[src/rtl/core/bmt_pkg.sv]
// Shared types and constants for the bounded multiset table.
// No dependencies.
`timescale 1ns / 1ps

package bmt_pkg;

	localparam int CAP_W = 5;
	localparam int MCNT_W = 5;
	localparam int FIDX_W = 4;
	localparam int ECNT_W = 5;
	localparam logic [CAP_W-1:0] CAPACITY_AT_RESET = 5'd10;

	typedef enum logic [1:0] {
		FN_ADD    = 2'd0,
		FN_REMOVE = 2'd1,
		FN_CLEAR  = 2'd2,
		FN_QUERY  = 2'd3
	} func_t;

	typedef struct packed {
		logic clr;
		logic en;
	} match_ctl_t;

	typedef struct packed {
		logic [ECNT_W-1:0] entry_count;
		logic [FIDX_W-1:0] first_index;
		logic              found;
		logic [MCNT_W-1:0] match_count;
		logic              ok;
	} result_t;

endpackage

[src/rtl/core/bmt_match.sv]
// Shared compare unit: one stored word against the key per cycle, tracks
// presence, first hit index and hit count. Depends on bmt_pkg.
`timescale 1ns / 1ps

module bmt_match #(
	parameter int KEY_BITS = 32,
	parameter int IW = 4,
	parameter int CW = 5
) (
	input  logic                 clk,
	input  logic                 arst_n,
	input  bmt_pkg::match_ctl_t  ctl,
	input  logic [IW-1:0]        idx,
	input  logic [KEY_BITS-1:0]  key,
	input  logic [KEY_BITS-1:0]  slot,
	output logic                 present,
	output logic [IW-1:0]        first,
	output logic [CW-1:0]        hit_cnt
);

	logic          present_q;
	logic [IW-1:0] first_q;
	logic [CW-1:0] matches_q;
	logic          hit;

	assign hit = ctl.en && (slot == key);

	always_ff @(posedge clk or negedge arst_n) begin
		if (!arst_n) begin
			present_q <= 1'b0;
			first_q   <= '0;
			matches_q <= '0;
		end else if (ctl.clr) begin
			present_q <= 1'b0;
			first_q   <= '0;
			matches_q <= '0;
		end else if (hit) begin
			if (!present_q) begin
				first_q <= idx;
			end
			present_q <= 1'b1;
			matches_q <= matches_q + CW'(1);
		end
	end

	assign present = present_q;
	assign first   = first_q;
	assign hit_cnt = matches_q;

endmodule

[src/rtl/core/bmt_seq.sv]
// Command sequencer with the slot memory and entry count.
// Depends on bmt_pkg and bmt_match.
`timescale 1ns / 1ps

module bmt_seq #(
	parameter int DEPTH = 16,
	parameter int KEY_BITS = 32
) (
	input  logic                         clk,
	input  logic                         arst_n,
	input  logic                         start,
	input  bmt_pkg::func_t               func,
	input  logic [KEY_BITS-1:0]          key,
	input  logic [bmt_pkg::CAP_W-1:0]    cap,
	output logic                         idle,
	output logic                         res_valid,
	input  logic                         res_ready,
	output bmt_pkg::result_t             res
);

	localparam int IW = (DEPTH > 1) ? $clog2(DEPTH) : 1;
	localparam int CW = $clog2(DEPTH + 1);

	typedef enum logic [5:0] {
		ST_IDLE    = 6'b000001,
		ST_SCAN    = 6'b000010,
		ST_OP      = 6'b000100,
		ST_MOVE_RD = 6'b001000,
		ST_MOVE_WR = 6'b010000,
		ST_FINISH  = 6'b100000
	} state_t;

	state_t               state_q;
	bmt_pkg::func_t       func_q;
	logic [KEY_BITS-1:0]  key_q;
	logic [CW-1:0]        count_q;
	logic [CW-1:0]        ptr_q;
	logic                 ok_q;
	logic                 issue_s1;
	logic [IW-1:0]        idx_s1;
	logic [KEY_BITS-1:0]  rd_data_s1;

	logic [KEY_BITS-1:0]  mem [DEPTH];

	logic                 rd_en;
	logic [IW-1:0]        rd_addr;
	logic                 wr_en;
	logic [IW-1:0]        wr_addr;
	logic [KEY_BITS-1:0]  wr_data;
	logic                 scan_more;
	logic                 add_room;
	logic [31:0]          lim;
	logic [IW-1:0]        last_idx;

	bmt_pkg::match_ctl_t  mctl;
	logic                 present;
	logic [IW-1:0]        first;
	logic [CW-1:0]        hit_cnt;

	assign scan_more = ptr_q < count_q;
	assign lim       = (32'(cap) > DEPTH) ? 32'(DEPTH) : 32'(cap);
	assign add_room  = 32'(count_q) < lim;
	assign last_idx  = IW'(count_q - CW'(1));

	assign mctl.clr = start;
	assign mctl.en  = issue_s1;

	bmt_match #(
		.KEY_BITS(KEY_BITS),
		.IW(IW),
		.CW(CW)
	) u_match (
		.clk(clk),
		.arst_n(arst_n),
		.ctl(mctl),
		.idx(idx_s1),
		.key(key_q),
		.slot(rd_data_s1),
		.present(present),
		.first(first),
		.hit_cnt(hit_cnt)
	);

	always_comb begin
		rd_en   = 1'b0;
		rd_addr = IW'(ptr_q);
		wr_en   = 1'b0;
		wr_addr = IW'(count_q);
		wr_data = key_q;
		unique case (state_q)
			ST_SCAN: begin
				rd_en = scan_more;
			end
			ST_OP: begin
				wr_en = (func_q == bmt_pkg::FN_ADD) && add_room;
			end
			ST_MOVE_RD: begin
				rd_en   = 1'b1;
				rd_addr = last_idx;
			end
			ST_MOVE_WR: begin
				wr_en   = 1'b1;
				wr_addr = first;
				wr_data = rd_data_s1;
			end
			default: begin
			end
		endcase
	end

	always_ff @(posedge clk) begin
		if (rd_en) begin
			rd_data_s1 <= mem[rd_addr];
		end
		if (wr_en) begin
			mem[wr_addr] <= wr_data;
		end
	end

	always_ff @(posedge clk) begin
		if (start) begin
			func_q <= func;
			key_q  <= key;
		end
		idx_s1 <= IW'(ptr_q);
	end

	always_ff @(posedge clk or negedge arst_n) begin
		if (!arst_n) begin
			state_q  <= ST_IDLE;
			count_q  <= '0;
			ptr_q    <= '0;
			ok_q     <= 1'b0;
			issue_s1 <= 1'b0;
		end else begin
			issue_s1 <= (state_q == ST_SCAN) && scan_more;
			unique case (state_q)
				ST_IDLE: begin
					if (start) begin
						ptr_q <= '0;
						if (func == bmt_pkg::FN_CLEAR) begin
							count_q <= '0;
							ok_q    <= 1'b1;
							state_q <= ST_FINISH;
						end else begin
							state_q <= ST_SCAN;
						end
					end
				end
				ST_SCAN: begin
					if (scan_more) begin
						ptr_q <= ptr_q + CW'(1);
					end else begin
						state_q <= ST_OP;
					end
				end
				ST_OP: begin
					state_q <= ST_FINISH;
					unique case (func_q)
						bmt_pkg::FN_ADD: begin
							ok_q <= add_room;
							if (add_room) begin
								count_q <= count_q + CW'(1);
							end
						end
						bmt_pkg::FN_REMOVE: begin
							ok_q <= present;
							if (present) begin
								state_q <= ST_MOVE_RD;
							end
						end
						bmt_pkg::FN_CLEAR: begin
							ok_q <= 1'b1;
						end
						bmt_pkg::FN_QUERY: begin
							ok_q <= present;
						end
						default: begin
							ok_q <= 1'b0;
						end
					endcase
				end
				ST_MOVE_RD: begin
					state_q <= ST_MOVE_WR;
				end
				ST_MOVE_WR: begin
					count_q <= count_q - CW'(1);
					state_q <= ST_FINISH;
				end
				ST_FINISH: begin
					if (res_ready) begin
						state_q <= ST_IDLE;
					end
				end
				default: begin
					state_q <= ST_IDLE;
				end
			endcase
		end
	end

	assign idle      = (state_q == ST_IDLE);
	assign res_valid = (state_q == ST_FINISH);

	assign res.ok          = ok_q;
	assign res.match_count = bmt_pkg::MCNT_W'(hit_cnt);
	assign res.found       = present;
	assign res.first_index = bmt_pkg::FIDX_W'(first);
	assign res.entry_count = bmt_pkg::ECNT_W'(count_q);

endmodule

[src/rtl/core/bounded_multiset_table.sv]
// Top level of the bounded multiset table: stream ports, capacity register,
// output register. Depends on bmt_pkg and bmt_seq.
//
// channel   dir  handshake          payload
// s_*       in   s_tvalid/s_tready  s_tuser = func, s_tdata = entry_value
// m_*       out  m_tvalid/m_tready  m_tdata = result fields
// cfg_*     in   cfg_we             cfg_wdata = capacity_limit
//
// Add, remove and query first scan all stored entries, and a remove that
// finds the word copies the last entry over its first hit; clear skips the scan.
// The scan reads one slot per cycle via one read port and one shared comparator.
// A finished result sits in the output register; the next transaction is
// taken while it waits, and the sequencer holds only if a second result is due.
// Reset empties the table at once and sets the capacity to 10.
`timescale 1ns / 1ps

module bounded_multiset_table #(
	parameter int DEPTH = 16,
	parameter int KEY_BITS = 32
) (
	input  logic        clk,
	input  logic        arst_n,
	input  logic        s_tvalid,
	output logic        s_tready,
	input  logic [31:0] s_tdata,   // [31:0] entry_value
	input  logic [1:0]  s_tuser,   // [1:0] func
	output logic        m_tvalid,
	input  logic        m_tready,
	output logic [15:0] m_tdata,   // [0] ok, [5:1] match_count, [6] found,
	                               // [10:7] first_index, [15:11] entry_count
	input  logic        cfg_we,
	input  logic [4:0]  cfg_wdata  // [4:0] capacity_limit
);

	logic [bmt_pkg::CAP_W-1:0] cap_q;
	logic                      m_tvalid_q;
	bmt_pkg::result_t          m_res_q;
	logic                      idle;
	logic                      start;
	logic                      res_valid;
	logic                      res_ready;
	bmt_pkg::result_t          res;

	assign s_tready  = idle;
	assign start     = s_tvalid && idle;
	assign res_ready = !m_tvalid_q || m_tready;

	bmt_seq #(
		.DEPTH(DEPTH),
		.KEY_BITS(KEY_BITS)
	) u_seq (
		.clk(clk),
		.arst_n(arst_n),
		.start(start),
		.func(bmt_pkg::func_t'(s_tuser)),
		.key(KEY_BITS'(s_tdata)),
		.cap(cap_q),
		.idle(idle),
		.res_valid(res_valid),
		.res_ready(res_ready),
		.res(res)
	);

	always_ff @(posedge clk or negedge arst_n) begin
		if (!arst_n) begin
			cap_q <= bmt_pkg::CAPACITY_AT_RESET;
		end else if (cfg_we) begin
			cap_q <= cfg_wdata;
		end
	end

	always_ff @(posedge clk or negedge arst_n) begin
		if (!arst_n) begin
			m_tvalid_q <= 1'b0;
		end else if (res_valid && res_ready) begin
			m_tvalid_q <= 1'b1;
		end else if (m_tready) begin
			m_tvalid_q <= 1'b0;
		end
	end

	always_ff @(posedge clk) begin
		if (res_valid && res_ready) begin
			m_res_q <= res;
		end
	end

	assign m_tvalid = m_tvalid_q;
	assign m_tdata  = m_res_q;

endmodule

[config.mk]
export PLATFORM = sky130hd
export DESIGN_NAME = bounded_multiset_table
export DESIGN_NICKNAME = d
export VERILOG_FILES = /design/src/rtl/core/bmt_pkg.sv /design/src/rtl/core/bmt_match.sv /design/src/rtl/core/bmt_seq.sv /design/src/rtl/core/bounded_multiset_table.sv
export SDC_FILE = /design/constraint.sdc
export NUM_CORES = 1
export LEC_CHECK = 0
export ABC_AREA = 1
export ABC_CLOCK_PERIOD_IN_PS = 10320
export BUFFER_PORTS_ARGS = -buffer_cell sky130_fd_sc_hd__buf_2
export CAP_MARGIN = 0
export CORE_MARGIN = 2
export CORE_UTILIZATION = 55
export CTS_BUF_LIST = sky130_fd_sc_hd__clkbuf_4
export CTS_CLUSTER_SIZE = 8
export DETAILED_ROUTE_END_ITERATION = 10
export PLACE_DENSITY = 0.71
export SYNTH_ARGS = -nofsm -noshare
export SYNTH_HDL_FRONTEND = slang
export SYNTH_SLANG_ARGS = --single-unit
export TNS_END_PERCENT = 10
[constraint.sdc]
create_clock -name clk -period 10.32 [get_ports clk]
set_input_delay 0.516 -clock clk [delete_from_list [all_inputs] [get_ports clk]]
set_output_delay 0.516 -clock clk [all_outputs]
set_load 0.03 [all_outputs]
==> reports/metrics.csv, run 1 <==
stage;metric;value;unit
power;maximum vdd drop;263;µV
clocking;postcts setup bufs;0;
floorplan;Die X;223;µm
clocking;H-tree Lvls;4;
sta;Setup Skew;68.7;ps
place;gpl congestion;0.852;
route;via count;17400;
layout;NumNets Final;2424;
global_routing;grt total ovfl;0;
run;Max Cap Viol;0;
synth;largest family of logic cells by synthesized area;simple AND/OR/NAND/NOR gates;
worst_setup_path;cells along the critical path;nor2_4 > nand3_4 > inv_1 > nand2_1 > o21ai_4 > buf_4 > inv_1 > buf_4 > nand3_1 > nand2_1;
layout;footprint of the multi-input gates;5930;µm²
place;Placed Area;27400;µm²
worst_setup_path;critical path's top delay family;buffers and inverters;
route;per-cell routed wire length;20.4;µm
route;Post-DRT Antenna Nets;0;
worst_setup_path;end of the worst register-to-register path;u_seq.rd_data_s1[6];
sta;worst-margin pin slew;1220;ps
floorplan;I/O Pins;62;
sta;minimum clock period;3600;ps
global_routing;largest net degree at the start of global routing;239;
worst_setup_path;critical path class;register to register;
synth;Synth Area in Compound Gates;0.0908;
worst_setup_path;R2R depth;10;
worst_setup_path;CP startpoint kind;register;
outcome;status;complete, no violations;
worst_setup_path;CP Data Required Time;11030;ps
synth;register area share after synthesis;0.714;
synth;mux cell area share after synthesis;0.00205;
synth;Post-Synthesis Cell Area;26300;µm²
hold_path;min-delay worst type;primary input to async pin;
synth;adder-cell share of the synthesized area;0.00571;
floorplan;Die Ht;223;µm
sta;RSZ-0062 raised after global routing;no;
sta;Hold Worst Slack;164;ps
power;Power per Cell Area;212;nW/µm²
floorplan;Core Area;47400;µm²
synth;post-synthesis register bit count;632;
sta;final period utilization;0.349;
place;placed wire-length estimate;29700;µm
sta;Slew HR;0.188;
worst_setup_path;r2r startpoint;u_seq.state_q[5];
clocking;Reg clk slew, reported paths;70;ps
global_routing;GRT Overall Usage;0.261;
worst_setup_path;Crit. End Element;register;
route;drt via density;5.63;
synth;Netlist cell types;37;
global_routing;number of global-route vias before repair;16900;
clocking;clock root cell;clkbuf_4;
worst_setup_path;Reg2Reg Setup Slack;6720;ps
route;DRC violations left;0;
clocking;CTS Sinks;632;
sta;fmax;0.278;GHz
worst_setup_path;Buf/Inv on CP;4;
layout;proportion of layout cells with a drive suffix above 1;0.155;
place;number of buffers added on ports;61;
worst_setup_path;worst path arrival time;4310;ps
clocking;Worst-Skew Late Latency;1020;ps
synth;Primary FF master, synth;edfxtp_1;
route;Pre-antenna DRT Iters;5;
floorplan;Starting Density;0.554;
worst_setup_path;critical path peak fanout;33;
route;Detailed Route WL;63000;µm
clocking;clock buffer count from CTS;157;
global_routing;first-pass GRT wire length;96200;µm
worst_setup_path;Worst path slowest cell;inv_1;
power;leakage;11.4;nW
synth;Mean Syn Cell Area;12.2;µm²
synth;Syn. warnings;0;
synth;Simple-Gate Fraction of Synth Area;0.114;
route;1st-iter DRT viols;1871;
layout;Reg area;18800;µm²
floorplan;die area;49600;µm²
sta;Setup-failing EPs final;0;
synth;async set or reset register ratio after synthesis;0.0538;
worst_setup_path;CP max stage delay;760;ps
synth;cells after synthesis;2162;
layout;Layout Utilization;0.627;
place;pre-CTS setup slack;6860;ps
layout;fin area;29800;µm²
sta;fin. max-slew vios;0;
layout;synth-to-layout area growth;13.2;%
clocking;TritonCTS clock tree;yes;
synth;number of flops mapped to enable cells by yosys;594;
sta;Final Hold Fails;0;
layout;fillers;3656;
clocking;maximum root-to-sink buffer count;3;
synth;Synth Area in XOR/XNOR;0.00666;
sta;Setup TNS;0;ps
sta;Setup WS post-layout;6720;ps
global_routing;antenna violations before repair;1;
synth;Post-Syn Nets;2218;
floorplan;num rows;80;
[timing repair]
action | CTS | global route
hold endpoints to repair | 78 | 0
resized for setup | 0 | 0
hold buffers | 49 | 0
endpoints found under the setup margin | 0 | 0
[cells in the mapped netlist (7+ instances only)]
cell      instances  area share
nand3_1         215       0.041
a21oi_1           7      0.0013
clkbuf_1         13      0.0019
buf_2            84       0.016
ha_1             12      0.0057
nand4_1          12      0.0029
xor2_1           13      0.0043
xnor2_1           7      0.0023
inv_1           318       0.045
o21ai_1          33      0.0063
o211ai_1        225       0.064
buf_4            12      0.0034
nor2_1           50      0.0071
dfrtp_1          31       0.029
nand2_1         412       0.059
edfxtp_1        594        0.68
o21ai_0          77       0.015
[routing by layer]
layer	global-route usage	vias to the layer above	routed length (µm)
li1	-	8101	-
met1	0.354	8289	25900
met2	0.406	844	29500
met3	0.0526	160	5590
met4	0.127	0	2050
met5	0	-	0
[area by class of cell]
class / count / area share
flip-flops and latches: 632 / 0.631
multi-input cells: 1096 / 0.199
clock buffers: 223 / 0.0562
inverters: 322 / 0.0408
well taps: 615 / 0.0258
diodes: 1 / 0.0000841
repair buffers: 159 / 0.0399
clock inverters: 41 / 0.00752
[registers in the layout (all words and copies together) (netlist names), 5 cells and up]
register and cells:
u_seq.mem 512, u_seq.key_q 32, u_seq.rd_data_s1 32, m_tdata 16
u_seq.state_q 6, cap_q 5, u_seq.count_q 5, u_seq.ptr_q 5
u_seq.u_match.hit_cnt 5
[how the worst max path moves through the flow]
stage / startpoint / to / slack (ps) / cells after the start
6_report: u_seq.state_q[5] / u_seq.rd_data_s1[6] / 6720 / 10
5_1_grt: u_seq.count_q[0] / u_seq.rd_data_s1[25] / 6600 / 11
4_1_cts: cap_q[1] / u_seq.mem[15][6] / 6820 / 13
3_5_place_dp: u_seq.count_q[0] / u_seq.rd_data_s1[25] / 6860 / 11
3_3_place_gp: u_seq.count_q[0] / u_seq.rd_data_s1[25] / 6870 / 11
2_1_floorplan: cap_q[1] / u_seq.mem[0][0] / 7020 / 12
[worst register-to-register path: cells and delay by family (launching register included)]
kind            cells  cell delay [ps]
flops               1              430
buf+inv             4             2120
compound gates      1               70
simple gates        5              700
[kinds of logic (layout without fill, tap and decap cells)]
logic type	after synthesis	count (layout)
DFF	632	632
and+or+nand+nor	703	703
xor gates and xnor gates	20	20
AOI/OAI and AO/OA	356	356
other	0	1
buffers and inverters	434	745
muxes	5	5
adders and majority gates	12	12
[per-stage QoR]
stage / power [mW] / cells
2_1_floorplan: 4.01 / 2162
3_3_place_gp: 4.28 / 2775
3_5_place_dp: 4.32 / 2775
4_1_cts: 6.33 / 3088
5_1_grt: 6.62 / 3089
6_report: 6.31 / 3089
[where the power goes]
group,internal (mW),switching (mW)
Clock,1.04,0.972
Combinational,0.357,0.869
Sequential,3.01,0.0609
Total,4.40,1.90
[placed cells by master, fill, tap and decap left out, types with 2 or more instances in the layout]
cell type	instances
a21oi_1	7
a32oi_1	3
buf_12	2
buf_2	61
buf_4	47
bufinv_16	2
clkbuf_4	223
clkinv_1	30
clkinv_2	2
clkinvlp_4	3
dfrtp_1	31
dfstp_2	3
dfxtp_1	4
dlygate4sd3_1	49
edfxtp_1	594
ha_1	12
inv_1	318
inv_2	6
mux2_2	3
mux2i_1	2
nand2_1	411
nand3_1	215
nand4_1	12
nor2_1	34
nor2_4	19
nor3_1	5
o211ai_1	225
o21ai_0	77
o21ai_1	32
o21ai_4	5
o22ai_1	2
o31ai_1	2
or2_2	3
xnor2_1	7
xor2_1	13
(Power assumes the default switching activity.)
==> run 2, diff against run 1 <==
--- a/config.mk
+++ b/config.mk
@@ -5,8 +5,8 @@
 export SDC_FILE = /design/constraint.sdc
 export NUM_CORES = 1
 export LEC_CHECK = 0
-export ABC_AREA = 1
-export ABC_CLOCK_PERIOD_IN_PS = 10320
+export ABC_AREA = 0
+export ABC_CLOCK_PERIOD_IN_PS = 3450
 export BUFFER_PORTS_ARGS = -buffer_cell sky130_fd_sc_hd__buf_2
 export CAP_MARGIN = 0
 export CORE_MARGIN = 2
@@ -14,7 +14,7 @@
 export CTS_BUF_LIST = sky130_fd_sc_hd__clkbuf_4
 export CTS_CLUSTER_SIZE = 8
 export DETAILED_ROUTE_END_ITERATION = 10
-export PLACE_DENSITY = 0.71
+export PLACE_DENSITY = 0.72
 export SYNTH_ARGS = -nofsm -noshare
 export SYNTH_HDL_FRONTEND = slang
 export SYNTH_SLANG_ARGS = --single-unit
==> constraint.sdc (replaced) <==
create_clock -name clk -period 3.45 [get_ports clk]
set_input_delay 0.1725 -clock clk [delete_from_list [all_inputs] [get_ports clk]]
set_output_delay 0.1725 -clock clk [all_outputs]
set_load 0.03 [all_outputs]
==> run 2 against run 1 <==
- sequential power grew to 3.0 times the previous value
- critical path depth rose by 1
- worst hold slack got worse by 52 ps
- combinational power grew to 2.7 times the previous value
- clock power rose to 3.2 times the previous value
- non-clock buffer count increased by 79
- sequential share of layout area down 0.30 points
- via count fell by 9.8%
- area after synthesis fell by 4.9%
- critical endpoint is now u_seq.mem[4][17]
- largest cell class unchanged
- largest power group unchanged
==> reports/metrics.csv, run 2 <==
stage;metric;value;unit;change
worst_setup_path;Buf/Inv on CP;3;;-1
floorplan;Die Ht;217;µm;-2.4%
layout;synth-to-layout area growth;19.5;%;
layout;Top Registers;u_seq.mem (512), u_seq.key_q (32), u_seq.rd_data_s1 (32);;
synth;cells after synthesis;1516;;-30%
worst_setup_path;CP startpoint kind;register;;
synth;Simple-Gate Fraction of Synth Area;0.0757;;-0.0379
synth;Syn. warnings;0;;unchanged
place;gpl congestion;0.830;;-2.5%
power;Reg power frac;0.488;;about the same
sta;minimum clock period;3250;ps;-348 ps
synth;adder-cell share of the synthesized area;0.00600;;+0.000293
global_routing;number of global-route vias before repair;16000;;-5.7%
power;maximum vdd drop;348;µV;+32%
synth;number of flops mapped to enable cells by yosys;594;;unchanged
sta;fmax;0.307;GHz;+11%
global_routing;first-pass GRT wire length;95000;µm;-1.3%
layout;proportion of layout cells with a drive suffix above 1;0.259;;+0.103
route;Post-DRT Antenna Nets;0;;unchanged
power;Comb pwr share;0.174;;-0.020
synth;Post-Synthesis Cell Area;25000;µm²;-4.9%
synth;Primary FF master, synth;edfxtp_1;;
route;per-cell routed wire length;24.7;µm;+21%
layout;NumNets Final;1884;;-22%
worst_setup_path;critical path peak fanout;32;;-3.0%
synth;top cell type by total area after synthesis;edfxtp_1;;
synth;top cells by count, synth;edfxtp_1 (594), nand2_1 (159), mux4_2 (64), a211oi_1 (63), nor2_1 (58);;
floorplan;Core Area;45200;µm²;-4.8%
power;clock share of power;0.338;;+0.019
synth;Synth Area in Compound Gates;0.0742;;-0.0166
clocking;Reg clk slew, reported paths;60;ps;about the same
power;sw frac;0.281;;-0.0204
synth;most common cell in the synthesized netlist;edfxtp_1;;
route;DRC violations left;0;;unchanged
floorplan;num rows;78;;-2.5%
worst_setup_path;CP max stage delay;480;ps;-280 ps
clocking;CTS Sinks;632;;unchanged
synth;async set or reset register ratio after synthesis;0.0538;;unchanged
run;Max Cap Viol;0;;unchanged
outcome;status;complete, no violations;;
worst_setup_path;cells along the critical path;inv_1 > nand2_1 > ha_1 > a21o_1 > a2111oi_1 > o211ai_1 > buf_4 > o21ai_1 > a21oi_2 > nor2_4 > buf_12;;
worst_setup_path;Crit. End Element;register;;
synth;Mean Syn Cell Area;16.5;µm²;+36%
sta;Slew HR;0.239;;+0.0504
layout;number of flip-flops in the largest register;512;;unchanged
clocking;TritonCTS clock tree;yes;;
layout;commonest non-fill, non-tap cells in the layout;edfxtp_1 (594), clkbuf_4 (230), nand2_1 (157);;
synth;Post-Syn Nets;1572;;-29%
hold_path;min-delay worst type;primary input to register;;
place;pre-CTS setup slack;-59.5;ps;-6920 ps
synth;register area share after synthesis;0.750;;+0.0366
place;Placed Area;26900;µm²;-1.7%
floorplan;die area;47200;µm²;-4.8%
floorplan;Starting Density;0.554;;-0.000709
route;drt via density;6.15;;+9.3%
sta;Hold Worst Slack;112;ps;-51.7 ps
synth;Netlist cell types;59;;+59%
sta;Setup-failing EPs final;0;;unchanged
layout;Layout Utilization;0.662;;+0.0345
power;Internal;13.5;mW;+210%
route;Pre-antenna DRT Iters;7;;+2
layout;most common cell after layout, fill and taps aside;edfxtp_1;;
route;Detailed Route WL;62900;µm;-0.10%
layout;fin area;29900;µm²;+0.47%
clocking;maximum root-to-sink buffer count;3;;unchanged
floorplan;I/O Pins;62;;unchanged
synth;post-synthesis register bit count;632;;unchanged
sta;final period utilization;0.943;;+0.594
place;number of buffers added on ports;61;;unchanged
sta;Setup WS post-layout;195;ps;-6520 ps
clocking;postcts setup bufs;0;;unchanged
synth;mux cell area share after synthesis;0.0614;;+0.0594
clocking;Worst-Skew Late Latency;980;ps;-40 ps
place;placed wire-length estimate;36900;µm;+24%
sta;Final Hold Fails;0;;unchanged
route;1st-iter DRT viols;1875;;+0.21%
global_routing;largest net degree at the start of global routing;49;;-79%
sta;RSZ-0062 raised after global routing;no;;
clocking;H-tree Lvls;4;;unchanged
power;Power per Cell Area;630;nW/µm²;+200%
synth;largest family of logic cells by synthesized area;simple AND/OR/NAND/NOR gates;;
layout;Biggest register;u_seq.mem;;
worst_setup_path;CP Data Required Time;4060;ps;-6970 ps
global_routing;grt total ovfl;0;;unchanged
synth;top cell type's share of synthesized area;0.713;;+0.0348
power;leakage;10.3;nW;-9.3%
global_routing;antenna violations before repair;1;;unchanged
worst_setup_path;worst path arrival time;3860;ps;-450 ps
floorplan;Die X;217;µm;-2.4%
sta;fin. max-slew vios;0;;unchanged
sta;Setup Skew;60.9;ps;-7.86 ps
power;Net Switching;5.30;mW;+180%
synth;Synth Area in XOR/XNOR;0.0130;;+0.00629
synth;Area contributors post-synth;edfxtp_1 (71%), mux4_2 (5.8%), dfrtp_1 (3.1%);;
clocking;clock root cell;clkbuf_4;;
worst_setup_path;critical path's top delay family;compound AO/OA/AOI/OAI gates;;
global_routing;GRT Overall Usage;0.276;;+0.0150
power;overall power;18.8;mW;+200%
worst_setup_path;critical path class;register to register;;
worst_setup_path;Worst path slowest cell;a2111oi_1;;
sta;worst-margin pin slew;1140;ps;-74.2 ps
clocking;clock buffer count from CTS;158;;+0.64%
route;via count;15700;;-9.8%
-- run 2: per-layer routing --
layer  vias up  routed length, µm  GRT usage
met5         -                  0          0
met1      7863              24300      0.374
met4         0               1780      0.104
met2       918              30400      0.435
li1       6775                  -          -
met3       131               6520     0.0699
-- run 2: path summary, 6_finish.rpt --
check | start | endpoint | slack (ps) | cells past startpoint
worst max-delay path | cap_q[4] | u_seq.mem[4][17] | 200 | 11
max in group asynchronous | arst_n | u_seq.count_q[1] | 2870 | 4
worst min-delay path | s_tvalid | u_seq.state_q[1] | 110 | 4
worst min register to register | u_seq.idx_s1[2] | u_seq.u_match.first[2] | 430 | 2
min in group asynchronous | arst_n | cap_q[3] | 380 | 3
worst max register to register | cap_q[4] | u_seq.mem[4][17] | 200 | 11
-- run 2: area by class of cell --
class	instances	area (µm²)
clock buffer	230	1730
tap	600	751
multi-input combinational	780	5980
clock inverter	50	328
antenna	1	2.50
sequential	632	18800
inverter	18	67.6
timing repair buffer	238	2280
fill	3032	15300
-- run 2: power by group through the flow --
stage / Clock (mW) / Sequential [mW] / Combinational [mW]
3_5_place_dp: 0 / 9.35 / 3.14
2_1_floorplan: 0 / 9.30 / 2.26
4_1_cts: 6.48 / 9.19 / 3.25
3_3_place_gp: 0 / 9.34 / 3.07
5_1_grt: 6.88 / 9.21 / 3.51
6_report: 6.37 / 9.19 / 3.28
-- run 2: per-stage QoR --
step | cells | setup TNS (ps)
floorplan | 1516 | -202480
global placement | 2177 | 0
detailed placement | 2177 | -5540
CTS | 2548 | -44.3
global route | 2549 | 0
finish | 2549 | 0
-- run 2: tightest hold or removal path, stage by stage --
cell and delay [ps]:
dlygate4sd3_1 530, buf_2 150, inv_1 50, a221oi_1 80
-- run 2: logic make-up (layout without fill, tap and decap cells) --
group,after synthesis,after routing
AO/OA/AOI/OAI,272,272
XOR/XNOR,37,37
adder cells (fa/ha/maj),12,12
buffers and inverters,104,536
flip-flops,632,632
multiplexers,73,73
other,0,1
AND/OR/NAND/NOR,386,386
-- run 2: repair_timing --
action	CTS	global route
gates resized for setup	2	3
endpoints found under the setup margin	57	262
endpoints found under the hold margin	113	0
hold buffers	91	0
